===== config.mk =====
export PLATFORM = sky130hd
export DESIGN_NAME = coalescing_request_mailbox
export DESIGN_NICKNAME = d
export VERILOG_FILES = /design/src/sv/crm_pkg.sv /design/src/sv/crm_counters.sv /design/src/sv/coalescing_request_mailbox.sv
export SDC_FILE = /design/constraint.sdc
export NUM_CORES = 1
export LEC_CHECK = 0
export ABC_AREA = 1
export BUFFER_PORTS_ARGS = -buffer_cell sky130_fd_sc_hd__buf_2
export CAP_MARGIN = 40
export CORE_ASPECT_RATIO = 1.5
export CORE_MARGIN = 1
export CORE_UTILIZATION = 35
export DETAILED_ROUTE_END_ITERATION = 10
export SETUP_SLACK_MARGIN = 0.02
export SYNTH_ARGS = -nofsm -noshare
export SYNTH_HDL_FRONTEND = slang
export SYNTH_SLANG_ARGS = --single-unit

===== constraint.sdc =====
create_clock -name clk -period 10 [get_ports clk]
set_input_delay 0.5 -clock clk [delete_from_list [all_inputs] [get_ports clk]]
set_output_delay 0.5 -clock clk [all_outputs]
set_load 0.02 [all_outputs]

===== src/sv/crm_pkg.sv =====
// crm_pkg: shared types, codes and field layout for the coalescing request mailbox.
// Used by crm_counters and coalescing_request_mailbox. No dependencies.
package crm_pkg;

  // Default sizes of the internal storage
  localparam int TagWidthDef   = 32;
  localparam int CountWidthDef = 32;
  localparam int LevelWidthDef = 8;
  localparam int LevelMaxReset = 255;

  // Field widths on the stream ports
  localparam int ACTION_W    = 3;
  localparam int TAG_FIELD_W = 32;
  localparam int LEVEL_FLD_W = 8;
  localparam int KIND_W      = 2;
  localparam int SPARE_W     = 8;
  localparam int STATUS_W    = 3;
  localparam int STAT_SEL_W  = 4;
  localparam int RESULT_W    = 4;
  localparam int STAT_VAL_W  = 32;

  // Input tdata layout, lowest field first
  localparam int IN_ACTION_LO = 0;
  localparam int IN_SESS_LO   = IN_ACTION_LO + ACTION_W;
  localparam int IN_REQ_LO    = IN_SESS_LO + TAG_FIELD_W;
  localparam int IN_GEN_LO    = IN_REQ_LO + TAG_FIELD_W;
  localparam int IN_SEQ_LO    = IN_GEN_LO + TAG_FIELD_W;
  localparam int IN_LEVEL_LO  = IN_SEQ_LO + TAG_FIELD_W;
  localparam int IN_KIND_LO   = IN_LEVEL_LO + LEVEL_FLD_W;
  localparam int IN_SPARE_LO  = IN_KIND_LO + KIND_W;
  localparam int IN_STATUS_LO = IN_SPARE_LO + SPARE_W;
  localparam int IN_STSEL_LO  = IN_STATUS_LO + STATUS_W;
  localparam int IN_BITS      = IN_STSEL_LO + STAT_SEL_W;
  localparam int S_TDATA_W    = ((IN_BITS + 7) / 8) * 8;

  // Output tdata layout, lowest field first (entry_valid travels in tuser)
  localparam int OUT_BITS  = RESULT_W + 4 * TAG_FIELD_W + LEVEL_FLD_W + 1 + STAT_VAL_W;
  localparam int M_TDATA_W = ((OUT_BITS + 7) / 8) * 8;
  localparam int OUT_PAD_W = M_TDATA_W - OUT_BITS;

  localparam int CFG_ADDR_W = 3;
  localparam int CFG_DATA_W = 32;

  typedef enum logic [ACTION_W-1:0] {
    ACT_POST     = 3'd0,
    ACT_TAKE     = 3'd1,
    ACT_COMPLETE = 3'd2,
    ACT_NOTE     = 3'd3,
    ACT_STAT     = 3'd4,
    ACT_CHECK    = 3'd5
  } action_t;

  typedef enum logic [RESULT_W-1:0] {
    RES_ACCEPTED = 4'd0,
    RES_REPLACED = 4'd1,
    RES_STALE    = 4'd2,
    RES_INVALID  = 4'd3,
    RES_READY    = 4'd4,
    RES_EMPTY    = 4'd5,
    RES_BUSY     = 4'd6,
    RES_TRUE     = 4'd7,
    RES_FALSE    = 4'd8,
    RES_STAT     = 4'd9
  } result_t;

  // Event counter slots
  localparam int NUM_CNT = 9;
  typedef enum logic [3:0] {
    CNT_STALE     = 4'd0,
    CNT_POSTED    = 4'd1,
    CNT_REPLACED  = 4'd2,
    CNT_TAKEN     = 4'd3,
    CNT_COMPLETED = 4'd4,
    CNT_OK        = 4'd5,
    CNT_BUSY      = 4'd6,
    CNT_TIMEOUT   = 4'd7,
    CNT_FAILED    = 4'd8
  } cnt_idx_t;

  // Readable statistics
  typedef enum logic [STAT_SEL_W-1:0] {
    ST_PENDING   = 4'd0,
    ST_FLIGHT    = 4'd1,
    ST_LAST_SEQ  = 4'd2,
    ST_POSTED    = 4'd3,
    ST_REPLACED  = 4'd4,
    ST_STALE     = 4'd5,
    ST_TAKEN     = 4'd6,
    ST_COMPLETED = 4'd7,
    ST_OK        = 4'd8,
    ST_BUSY      = 4'd9,
    ST_TIMEOUT   = 4'd10,
    ST_FAILED    = 4'd11
  } stat_sel_t;

  // Configuration register indexes (byte address / 4)
  typedef enum logic {
    REG_LEVEL_MIN = 1'b0,
    REG_LEVEL_MAX = 1'b1
  } cfg_reg_t;

endpackage


===== src/sv/crm_counters.sv =====
// crm_counters: bank of saturating event counters for the mailbox.
// Depends on crm_pkg for the counter count.
module crm_counters #(
  parameter int COUNT_WIDTH = crm_pkg::CountWidthDef
) (
  input  logic                   clk,
  input  logic                   rst,
  input  logic [crm_pkg::NUM_CNT-1:0] inc,
  output logic [COUNT_WIDTH-1:0] count [crm_pkg::NUM_CNT]
);
  import crm_pkg::*;

  for (genvar i = 0; i < NUM_CNT; i++) begin : g_cnt
    always_ff @(posedge clk) begin
      if (rst) begin
        count[i] <= '0;
      end else if (inc[i] && (count[i] != {COUNT_WIDTH{1'b1}})) begin
        count[i] <= count[i] + COUNT_WIDTH'(1);
      end
    end
  end

endmodule


===== src/sv/coalescing_request_mailbox.sv =====
// coalescing_request_mailbox: top level of the latest-wins brightness request mailbox.
// Depends on crm_pkg and crm_counters.
//
// Usage:
//   Commands arrive on the s_ stream channel, one per transfer (post, take,
//   complete, note apply, read stat, check in-flight). Each command yields
//   exactly one result transfer on the m_ channel; m_tuser flags that the
//   returned entry fields carry a replaced or taken request.
//   level_min/level_max sit on the APB port at byte addresses 0 and 4; write
//   them only while no command is outstanding.
//   A command passes through one input register, then the decision logic
//   feeding the result register, before it reaches m_tvalid.
//   Throughput is one command per cycle while m_tready does not hold the
//   result register; the slot and counter updates all land in the single
//   result cycle, so back-to-back commands see each other's effects.
//   When m_tvalid is high and m_tready is low the result register holds;
//   s_tready stays high only while the input register is empty, so at most
//   one more command is taken into it before s_tready drops.
//   Reset empties both slots, clears the last sequence number and all
//   counters, and restores level_min to 0 and level_max to 255.
module coalescing_request_mailbox #(
  parameter int TAG_WIDTH   = crm_pkg::TagWidthDef,
  parameter int COUNT_WIDTH = crm_pkg::CountWidthDef,
  parameter int LEVEL_WIDTH = crm_pkg::LevelWidthDef
) (
  input  logic                               clk,
  input  logic                               rst,
  input  logic                               s_tvalid,
  output logic                               s_tready,
  // action, session_tag, request_tag, generation_tag, sequence_no, level,
  // kind, spare_bits, apply_status, stat_index
  input  logic [crm_pkg::S_TDATA_W-1:0]      s_tdata,
  output logic                               m_tvalid,
  input  logic                               m_tready,
  // result_code, out_session, out_request, out_generation, out_sequence,
  // out_level, out_kind, stat_value
  output logic [crm_pkg::M_TDATA_W-1:0]      m_tdata,
  // entry_valid
  output logic                               m_tuser,
  input  logic                               psel,
  input  logic                               penable,
  input  logic                               pwrite,
  input  logic [crm_pkg::CFG_ADDR_W-1:0]     paddr,
  input  logic [crm_pkg::CFG_DATA_W-1:0]     pwdata,
  output logic [crm_pkg::CFG_DATA_W-1:0]     prdata,
  output logic                               pready
);
  import crm_pkg::*;

  // Configuration
  logic [LEVEL_WIDTH-1:0] level_min;
  logic [LEVEL_WIDTH-1:0] level_max;
  logic                   cfg_write;
  cfg_reg_t               cfg_sel;

  assign pready    = 1'b1;
  assign cfg_sel   = cfg_reg_t'(paddr[2]);
  assign cfg_write = psel && penable && pwrite && pready;

  always_ff @(posedge clk) begin
    if (rst) begin
      level_min <= '0;
      level_max <= LEVEL_WIDTH'(LevelMaxReset);
    end else if (cfg_write) begin
      case (cfg_sel)
        REG_LEVEL_MIN: level_min <= LEVEL_WIDTH'(pwdata);
        REG_LEVEL_MAX: level_max <= LEVEL_WIDTH'(pwdata);
        default: ;
      endcase
    end
  end

  always_comb begin
    case (cfg_sel)
      REG_LEVEL_MIN: prdata = CFG_DATA_W'(level_min);
      REG_LEVEL_MAX: prdata = CFG_DATA_W'(level_max);
      default:       prdata = '0;
    endcase
  end

  // Input register
  logic                  in_valid;
  logic [S_TDATA_W-1:0]  in_data;
  logic                  advance;

  assign advance  = in_valid && (!m_tvalid || m_tready);
  assign s_tready = !in_valid || advance;

  always_ff @(posedge clk) begin
    if (rst) begin
      in_valid <= 1'b0;
    end else if (s_tready) begin
      in_valid <= s_tvalid;
    end
  end

  always_ff @(posedge clk) begin
    if (s_tvalid && s_tready) begin
      in_data <= s_tdata;
    end
  end

  // Field unpacking
  logic [ACTION_W-1:0]    req_action;
  logic [TAG_WIDTH-1:0]   req_session;
  logic [TAG_WIDTH-1:0]   req_request;
  logic [TAG_WIDTH-1:0]   req_generation;
  logic [TAG_WIDTH-1:0]   req_sequence;
  logic [LEVEL_WIDTH-1:0] req_level;
  logic [KIND_W-1:0]      req_kind;
  logic [SPARE_W-1:0]     req_spare;
  logic [STATUS_W-1:0]    req_status;
  logic [STAT_SEL_W-1:0]  req_stat_sel;

  assign req_action     = in_data[IN_ACTION_LO +: ACTION_W];
  assign req_session    = TAG_WIDTH'(in_data[IN_SESS_LO +: TAG_FIELD_W]);
  assign req_request    = TAG_WIDTH'(in_data[IN_REQ_LO +: TAG_FIELD_W]);
  assign req_generation = TAG_WIDTH'(in_data[IN_GEN_LO +: TAG_FIELD_W]);
  assign req_sequence   = TAG_WIDTH'(in_data[IN_SEQ_LO +: TAG_FIELD_W]);
  assign req_level      = LEVEL_WIDTH'(in_data[IN_LEVEL_LO +: LEVEL_FLD_W]);
  assign req_kind       = in_data[IN_KIND_LO +: KIND_W];
  assign req_spare      = in_data[IN_SPARE_LO +: SPARE_W];
  assign req_status     = in_data[IN_STATUS_LO +: STATUS_W];
  assign req_stat_sel   = in_data[IN_STSEL_LO +: STAT_SEL_W];

  // Slots
  logic                   pending_flag;
  logic [TAG_WIDTH-1:0]   pend_session;
  logic [TAG_WIDTH-1:0]   pend_request;
  logic [TAG_WIDTH-1:0]   pend_generation;
  logic [TAG_WIDTH-1:0]   pend_sequence;
  logic [LEVEL_WIDTH-1:0] pend_level;
  logic                   pend_kind;
  logic                   flight_flag;
  logic [TAG_WIDTH-1:0]   flt_session;
  logic [TAG_WIDTH-1:0]   flt_request;
  logic [TAG_WIDTH-1:0]   flt_generation;
  logic [TAG_WIDTH-1:0]   flt_sequence;
  logic [TAG_WIDTH-1:0]   last_seq;

  // Counters
  logic [NUM_CNT-1:0]     cnt_inc;
  logic [COUNT_WIDTH-1:0] cnt_val [NUM_CNT];

  crm_counters #(
    .COUNT_WIDTH(COUNT_WIDTH)
  ) u_counters (
    .clk   (clk),
    .rst   (rst),
    .inc   (cnt_inc),
    .count (cnt_val)
  );

  // Decision logic
  logic       post_ok;
  logic       is_stale;
  logic       flight_match;
  logic       status_ok;
  logic [3:0] apply_inc;

  assign post_ok = (req_session != '0) && (req_request != '0) &&
                   (req_generation != '0) && (req_sequence != '0) &&
                   (req_level >= level_min) && (req_level <= level_max) &&
                   !req_kind[1] && (req_spare == '0);
  assign is_stale     = req_sequence <= last_seq;
  assign flight_match = flight_flag && (req_sequence == flt_sequence) &&
                        (req_session == flt_session) && (req_request == flt_request) &&
                        (req_generation == flt_generation);
  assign status_ok    = !req_status[2];
  assign apply_inc    = 4'b0001 << req_status[1:0];

  result_t               code_next;
  logic                  ev_next;
  logic                  ret_pending;
  logic                  load_pending;
  logic                  take;
  logic                  finish;
  logic [STAT_VAL_W-1:0] stat_next;

  always_comb begin
    code_next    = RES_INVALID;
    ev_next      = 1'b0;
    ret_pending  = 1'b0;
    load_pending = 1'b0;
    take         = 1'b0;
    finish       = 1'b0;
    stat_next    = '0;
    cnt_inc      = '0;
    case (action_t'(req_action))
      ACT_POST: begin
        if (!post_ok) begin
          code_next = RES_INVALID;
        end else if (is_stale) begin
          code_next          = RES_STALE;
          cnt_inc[CNT_STALE] = 1'b1;
        end else begin
          load_pending        = 1'b1;
          cnt_inc[CNT_POSTED] = 1'b1;
          if (pending_flag) begin
            code_next             = RES_REPLACED;
            ev_next               = 1'b1;
            ret_pending           = 1'b1;
            cnt_inc[CNT_REPLACED] = 1'b1;
          end else begin
            code_next = RES_ACCEPTED;
          end
        end
      end
      ACT_TAKE: begin
        if (flight_flag) begin
          code_next = RES_BUSY;
        end else if (!pending_flag) begin
          code_next = RES_EMPTY;
        end else begin
          code_next          = RES_READY;
          ev_next            = 1'b1;
          ret_pending        = 1'b1;
          take               = 1'b1;
          cnt_inc[CNT_TAKEN] = 1'b1;
        end
      end
      ACT_COMPLETE: begin
        if (flight_match && status_ok) begin
          code_next                       = RES_TRUE;
          finish                          = 1'b1;
          cnt_inc[CNT_COMPLETED]          = 1'b1;
          cnt_inc[CNT_FAILED:CNT_OK]      = apply_inc;
        end else begin
          code_next = RES_FALSE;
        end
      end
      ACT_CHECK: begin
        code_next = flight_match ? RES_TRUE : RES_FALSE;
      end
      ACT_NOTE: begin
        if (status_ok) begin
          code_next                  = RES_TRUE;
          cnt_inc[CNT_FAILED:CNT_OK] = apply_inc;
        end else begin
          code_next = RES_FALSE;
        end
      end
      ACT_STAT: begin
        code_next = RES_STAT;
        case (stat_sel_t'(req_stat_sel))
          ST_PENDING:   stat_next = STAT_VAL_W'(pending_flag);
          ST_FLIGHT:    stat_next = STAT_VAL_W'(flight_flag);
          ST_LAST_SEQ:  stat_next = STAT_VAL_W'(last_seq);
          ST_POSTED:    stat_next = STAT_VAL_W'(cnt_val[CNT_POSTED]);
          ST_REPLACED:  stat_next = STAT_VAL_W'(cnt_val[CNT_REPLACED]);
          ST_STALE:     stat_next = STAT_VAL_W'(cnt_val[CNT_STALE]);
          ST_TAKEN:     stat_next = STAT_VAL_W'(cnt_val[CNT_TAKEN]);
          ST_COMPLETED: stat_next = STAT_VAL_W'(cnt_val[CNT_COMPLETED]);
          ST_OK:        stat_next = STAT_VAL_W'(cnt_val[CNT_OK]);
          ST_BUSY:      stat_next = STAT_VAL_W'(cnt_val[CNT_BUSY]);
          ST_TIMEOUT:   stat_next = STAT_VAL_W'(cnt_val[CNT_TIMEOUT]);
          ST_FAILED:    stat_next = STAT_VAL_W'(cnt_val[CNT_FAILED]);
          default:      stat_next = '0;
        endcase
      end
      default: begin
        code_next = RES_INVALID;
      end
    endcase
    if (!advance) begin
      cnt_inc = '0;
    end
  end

  // Slot state
  always_ff @(posedge clk) begin
    if (rst) begin
      pending_flag <= 1'b0;
      flight_flag  <= 1'b0;
      last_seq     <= '0;
    end else if (advance) begin
      if (load_pending) begin
        pending_flag <= 1'b1;
        last_seq     <= req_sequence;
      end else if (take) begin
        pending_flag <= 1'b0;
        flight_flag  <= 1'b1;
      end else if (finish) begin
        flight_flag <= 1'b0;
      end
    end
  end

  always_ff @(posedge clk) begin
    if (advance && load_pending) begin
      pend_session    <= req_session;
      pend_request    <= req_request;
      pend_generation <= req_generation;
      pend_sequence   <= req_sequence;
      pend_level      <= req_level;
      pend_kind       <= req_kind[0];
    end
    if (advance && take) begin
      flt_session    <= pend_session;
      flt_request    <= pend_request;
      flt_generation <= pend_generation;
      flt_sequence   <= pend_sequence;
    end
  end

  // Result register
  result_t                out_code;
  logic                   out_ev;
  logic [TAG_FIELD_W-1:0] out_session;
  logic [TAG_FIELD_W-1:0] out_request;
  logic [TAG_FIELD_W-1:0] out_generation;
  logic [TAG_FIELD_W-1:0] out_sequence;
  logic [LEVEL_FLD_W-1:0] out_level;
  logic                   out_kind;
  logic [STAT_VAL_W-1:0]  out_stat;

  always_ff @(posedge clk) begin
    if (rst) begin
      m_tvalid <= 1'b0;
    end else if (advance) begin
      m_tvalid <= 1'b1;
    end else if (m_tready) begin
      m_tvalid <= 1'b0;
    end
  end

  always_ff @(posedge clk) begin
    if (advance) begin
      out_code <= code_next;
      out_ev   <= ev_next;
      out_stat <= stat_next;
      if (ret_pending) begin
        out_session    <= TAG_FIELD_W'(pend_session);
        out_request    <= TAG_FIELD_W'(pend_request);
        out_generation <= TAG_FIELD_W'(pend_generation);
        out_sequence   <= TAG_FIELD_W'(pend_sequence);
        out_level      <= LEVEL_FLD_W'(pend_level);
        out_kind       <= pend_kind;
      end else begin
        out_session    <= '0;
        out_request    <= '0;
        out_generation <= '0;
        out_sequence   <= '0;
        out_level      <= '0;
        out_kind       <= 1'b0;
      end
    end
  end

  assign m_tuser = out_ev;
  assign m_tdata = {{OUT_PAD_W{1'b0}}, out_stat, out_kind, out_level, out_sequence,
                    out_generation, out_request, out_session, out_code};

endmodule


==> impl_metrics.ini, run 1 <==
[floorplan]
die_w_microns = 295
fp-row-count = 160
die_y_microns = 441
initial_utilization_pct = 35.3
ios = 414
core_sq_um = 127000
die_area_sq_um = 130000

[timing]
slew_headroom_pct = 22.2
finalClockSkew_ns = 0.0561
post-route-period-util_pct = 42.5
period_minus_slack_ns = 4.25
finalMaxSlewViolations = 0
hold_viol = 0
tns_ns = 0
rsz0062_at_grt = false
setup_viol = 0
worst_pin_slew_ns = 1.17
clock.fmax_mhz = 235

[finish]
nFillCells = 12563
top_regs = u_counters.count x288, in_data x156
final_cells = 7596
areaGrowthSynthToFinish_pct = 19.0
largest_reg_flops = 288
nets = 6065
top_register = u_counters.count
drive_gt1_share_pct = 10.9
final_area_sq_um = 53500

[grt]
antenna_found_initial = 7
grt_max_degree = 141
grt-ovfl-total = 0
grt_util_all_layers_pct = 25.2
grt_pass1_vias = 37149
grt_pass1_wl_microns = 239000

[pwr]
p_leak_uw = 0.0212
vdd_drop_max_mv = 0.151
power_density_nw_per_um2 = 160
p_total_uw = 8540

[routing]
antenna_left = 0
via_per_inst = 5.07
drc = 0
first_pass_iters = 6
drtIter0Drc = 3410
vias = 38537
wirelength_microns = 167000
wl_per_cell_microns = 21.9

[placed_design]
place_congestion = 1.01
placed_area_sq_um = 48600
dp_hpwl_microns = 127000
placedCellCount = 7257
io_buffer_count = 355

[clock_tree]
clkTransAtPathRegs_ns = 0.07
tritoncts = yes
cts.path.max_buffers = 3
post-cts-setup-buffers = 0
htreeDepth = 3
cts_buffers = 96
cts.repair.resized = 0
hold_buffers = 152
clock_sinks = 935
clk_latency_ns = 0.75
cts_root_buf = clkbuf_16

[synthesis]
ys_ff_latch = 935
syn_avg_cell_area_sq_um = 8.50
yosysUniqueCellTypes = 63
synthesis.instances = 5286
yosys_warnings = 0
yosysSeqAreaShare_pct = 54.9
synth_enable_flop_cells = 595
async_flop_share_pct = 0
syn_area_sq_um = 44900
ys.flop_type = edfxtp_1

[critical_path]
crit_required_ns = 10.42
cp-start-kind = flip-flop
startpoint = in_data[130]
r2r_start = in_data[130]
cp.arrival_ns = 4.67
crit_type = reg2reg
crit_path_end_kind = flip-flop
cp_max_fo = 79

[job]
cap_violations = 0

[min_path]
hp-class = in2reg
hp-start = s_tdata[113]

[run_status]
status = completed
through the flow:
stage                     util [%]  setup WS (ns)  hold WS, ns
final                         42.1           5.75       0.0452
after global routing          42.0           5.52       0.0327
after CTS                     42.0           5.72     0.000767
after detailed placement      38.2           5.76        0.405
after global placement        38.1           5.85        0.402
after floorplan                  -           1.48        0.400
kinds of logic after synthesis:
| logic type | share of synthesized area, % |
|---|---|
| simple gates | 24.9 |
| other cells | 0.0167 |
| xor+xnor | 2.24 |
| compound gates | 7.40 |
| fa+ha+maj | 1.59 |
| buf+inv | 8.96 |
| flops | 54.9 |
placed cells by master (no fill, tap or decap), types with 6 or more instances in the layout:
cell type,count
nand4_1,160
nor3_2,6
nor3b_1,19
bufinv_16,15
a21oi_1,234
ha_1,57
nor2_2,16
and3_1,13
conb_1,28
nand3_1,216
buf_2,355
xnor2_1,33
inv_2,23
nor4_1,58
o21ai_0,156
nor2_4,8
nand2_1,1178
buf_4,34
clkinv_2,22
a221oi_1,49
clkbuf_16,98
clkbuf_1,19
edfxtp_1,595
nor2_1,702
nor3_1,168
diode_2,9
o221ai_1,6
nand2_2,6
inv_1,832
clkinv_1,13
dfxtp_1,340
dlygate4sd3_1,152
o21ai_1,9
xor2_1,82
o2111ai_1,24
o22ai_1,74
critical path: stages (launching register included):
cell and delay, ns:
edfxtp_1 0.52, ha_1 0.36, nand2_1 0.07, nor2_1 0.18, nand2_1 0.21, nor4_2 0.22, nand3_1 0.13, nand2_1 0.34
nor2_4 0.13, nand3_1 0.17, nand2_1 0.14, inv_4 0.54, buf_4 0.77, nor2_1 0.11
power breakdown:
part | leakage, uW | internal, uW | switching (uW)
combinational | 0.0112 | 143 | 290
clock | 0.00162 | 2220 | 1670
sequential | 0.00836 | 4160 | 56.0
Yosys cell counts, types with 74 or more instances:
library cell / count / share of area [%]
inv_1: 836 / 7.0
dfxtp_1: 340 / 15
nand2_1: 1178 / 9.8
nor2_1: 705 / 5.9
nor3_1: 169 / 1.9
nand4_1: 160 / 2.2
clkbuf_1: 84 / 0.70
xor2_1: 82 / 1.6
o22ai_1: 74 / 1.0
a21oi_1: 234 / 2.6
edfxtp_1: 595 / 40
nand3_1: 217 / 2.4
o21ai_0: 156 / 1.7
final cells by class:
type                       count  area, sq um  area share [%]
tap                         1701         2130            3.98
sequential                   935        24700            46.2
timing repair buffer         548         3690            6.91
multi-input combinational   3360        16300            30.6
clock inverter                59          778            1.46
clock buffer                 119         2550            4.77
antenna                        9         22.5          0.0421
inverter                     865         3270            6.11
worst paths after layout:
check                    to  slack, ns  cells after the start
max          out_request[7]       5.75                     13
min            in_data[113]       0.05                      1
max reg2reg  out_request[7]       5.75                     13
min reg2reg       pend_kind       0.42                      0
per-layer routing:
layer  global-route usage (%)  wire length [microns]  share of wire, %  vias to the layer above
li1                         -                      -                 -                    18443
met1                     28.3                  61500                37                    18121
met2                     43.8                  81000                49                     1586
met3                     3.34                  10900               6.5                      385
met4                     18.2                  13100               7.9                        2
met5                        0                     13            0.0078                        -
Note: power is estimated with default switching activity, not from simulation.
==> run 2, diff against run 1 <==
==> constraint.sdc (replaced) <==
create_clock -name clk -period 4.1 [get_ports clk]
set_input_delay 0.205 -clock clk [delete_from_list [all_inputs] [get_ports clk]]
set_output_delay 0.205 -clock clk [all_outputs]
set_load 0.02 [all_outputs]
==> run 2 against run 1 <==
Cell count is 0.78% higher. First-iteration DRC count is 7.2% lower. Clock-buffer cell count is 4 higher. Sequential share of layout area is 0.34 points lower. Critical path depth stayed put. Critical path type unchanged. Highest routed layer unchanged.
==> impl_metrics.ini, run 2 (synthesis gave the netlist of run 1 again) <==
[timing]
post-route-period-util_pct = 85.1
finalMaxSlewViolations = 0
slew_headroom_pct = 11.8
period_minus_slack_ns = 3.49
worst_pin_slew_ns = 1.32
rsz0062_at_grt = false
hold_viol = 0
setup_viol = 0
clock.fmax_mhz = 287
layout_setup_ws_ns = 0.612
finalClockSkew_ns = 0.0346

[grt]
grt_pass1_vias = 37594
grt_pass1_wl_microns = 244000
grt_max_degree = 157
grt-ovfl-total = 0
antenna_found_initial = 7
grt_util_all_layers_pct = 25.8

[critical_path]
r2r_slack_ns = 0.61
r2r_start = in_data[130]
cp.arrival_ns = 3.93
cp_max_fo = 112
reg2reg_depth = 13
crit_path_end_kind = flip-flop
cp-start-kind = flip-flop
r2r_end = out_generation[26]
crit_type = reg2reg
crit_required_ns = 4.54

[floorplan]
fp-row-count = 160
ios = 414
die_w_microns = 295
die_area_sq_um = 130000
die_y_microns = 441
initial_utilization_pct = 35.3
core_sq_um = 127000

[min_path]
min_to = u_counters.count[63]
hp-class = in2reg
hp-start = rst
min_path_cells = 2

[placed_design]
dp_hpwl_microns = 129000
pre_cts_slack_ns = 0.628
place_congestion = 1.03
placedCellCount = 7299
placed_area_sq_um = 49000
io_buffer_count = 355

[clock_tree]
post-cts-setup-buffers = 0
tritoncts = yes
htreeDepth = 3
cts_root_buf = clkbuf_16
clock_sinks = 935
cts_buffers = 96
cts.repair.resized = 0
cts.path.max_buffers = 3
clkTransAtPathRegs_ns = 0.06
clk_latency_ns = 0.74

[finish]
largest_reg_flops = 288
nFillCells = 12488
nets = 6129
final_cell_mix = nand2_1, inv_1, nor2_1
areaGrowthSynthToFinish_pct = 19.9
final_common_cell = nand2_1
top_regs = u_counters.count x288, in_data x156
final_cells = 7655
top_register = u_counters.count
drive_gt1_share_pct = 11.4
final_area_sq_um = 53900
final_util_pct = 42.4

[pwr]
p_seq_share_pct = 50.3
p_clk_share_pct = 44.5
switching_power_uw = 4880
p_leak_uw = 0.0214
switching_share_pct = 23.8
power_density_nw_per_um2 = 380
power_frac_comb_pct = 5.2
internal-power_uw = 15600
vdd_drop_max_mv = 0.354

[routing]
drtIter0Drc = 3165
via_per_inst = 5.07
drc = 0
wirelength_microns = 170000
antenna_left = 0
vias = 38837
wl_per_cell_microns = 22.2
first_pass_iters = 6

[run_status]
status = completed

[job]
cap_violations = 0
==> run 2: final cells by class <==
class | count | area (sq um) | area share [%]
multi-input combinational | 3360 | 16400 | 30.4
antenna | 3 | 7.51 | 0.0139
sequential | 935 | 24700 | 45.8
inverter | 865 | 3260 | 6.06
timing repair buffer | 612 | 4250 | 7.90
clock buffer | 123 | 2570 | 4.76
tap | 1701 | 2130 | 3.95
clock inverter | 56 | 598 | 1.11
==> run 2: per-layer routing <==
layer,global-route usage (%),part of all wire [%]
met2,44.3,48
met3,3.77,6.4
met5,0,0.016
met1,28.9,37
met4,19.5,8.4
==> run 2: power by group through the flow <==
stage               sequential (uW)  clock [uW]  combinational, uW
CTS                           10300        9290               1070
floorplan                     10500           0                465
global placement              10500           0                928
global route                  10300        9600               1160
detailed placement            10500           0                935
finish                        10300        9110               1070
==> run 2: how the worst max path moves through the flow <==
stage                     slack (ns)               endpoint    startpoint
after global placement          0.68           out_level[3]  in_data[132]
after global routing            0.33     out_generation[17]  in_data[130]
final                           0.61     out_generation[26]  in_data[130]
after floorplan                -0.16  u_counters.count[252]  in_data[108]
after CTS                       0.60     out_generation[19]  in_data[130]
after detailed placement        0.63     out_generation[19]  in_data[130]
==> run 2: worst max-delay path, stage by stage (launching register included) <==
cell and delay, ns:
edfxtp_1 0.53, ha_1 0.37, nand2_1 0.07, nor2_1 0.18, nand2_1 0.19, nor4_2 0.22, nand3_1 0.19, nand2_4 0.20
nor2_4 0.10, nand3_1 0.14, nand2_1 0.13, inv_4 0.24, buf_12 0.43, nor2_1 0.09
==> run 2: through the flow <==
| step | setup TNS [ns] | total power (uW) | hold slack (ns) |
|---|---|---|---|
| 6_report | 0 | 20500 | 0.0463 |
| 5_1_grt | 0 | 21100 | 0.0337 |
| 3_3_place_gp | 0 | 11400 | 0.383 |
| 4_1_cts | 0 | 20700 | 0.0105 |
| 3_5_place_dp | 0 | 11400 | 0.383 |
| 2_1_floorplan | -0.269 | 11000 | 0.304 |
==> run 2: repair_timing <==
item,CTS,global route
hold endpoints to repair,174,0
setup endpoints to repair,0,0
hold buffers,173,0
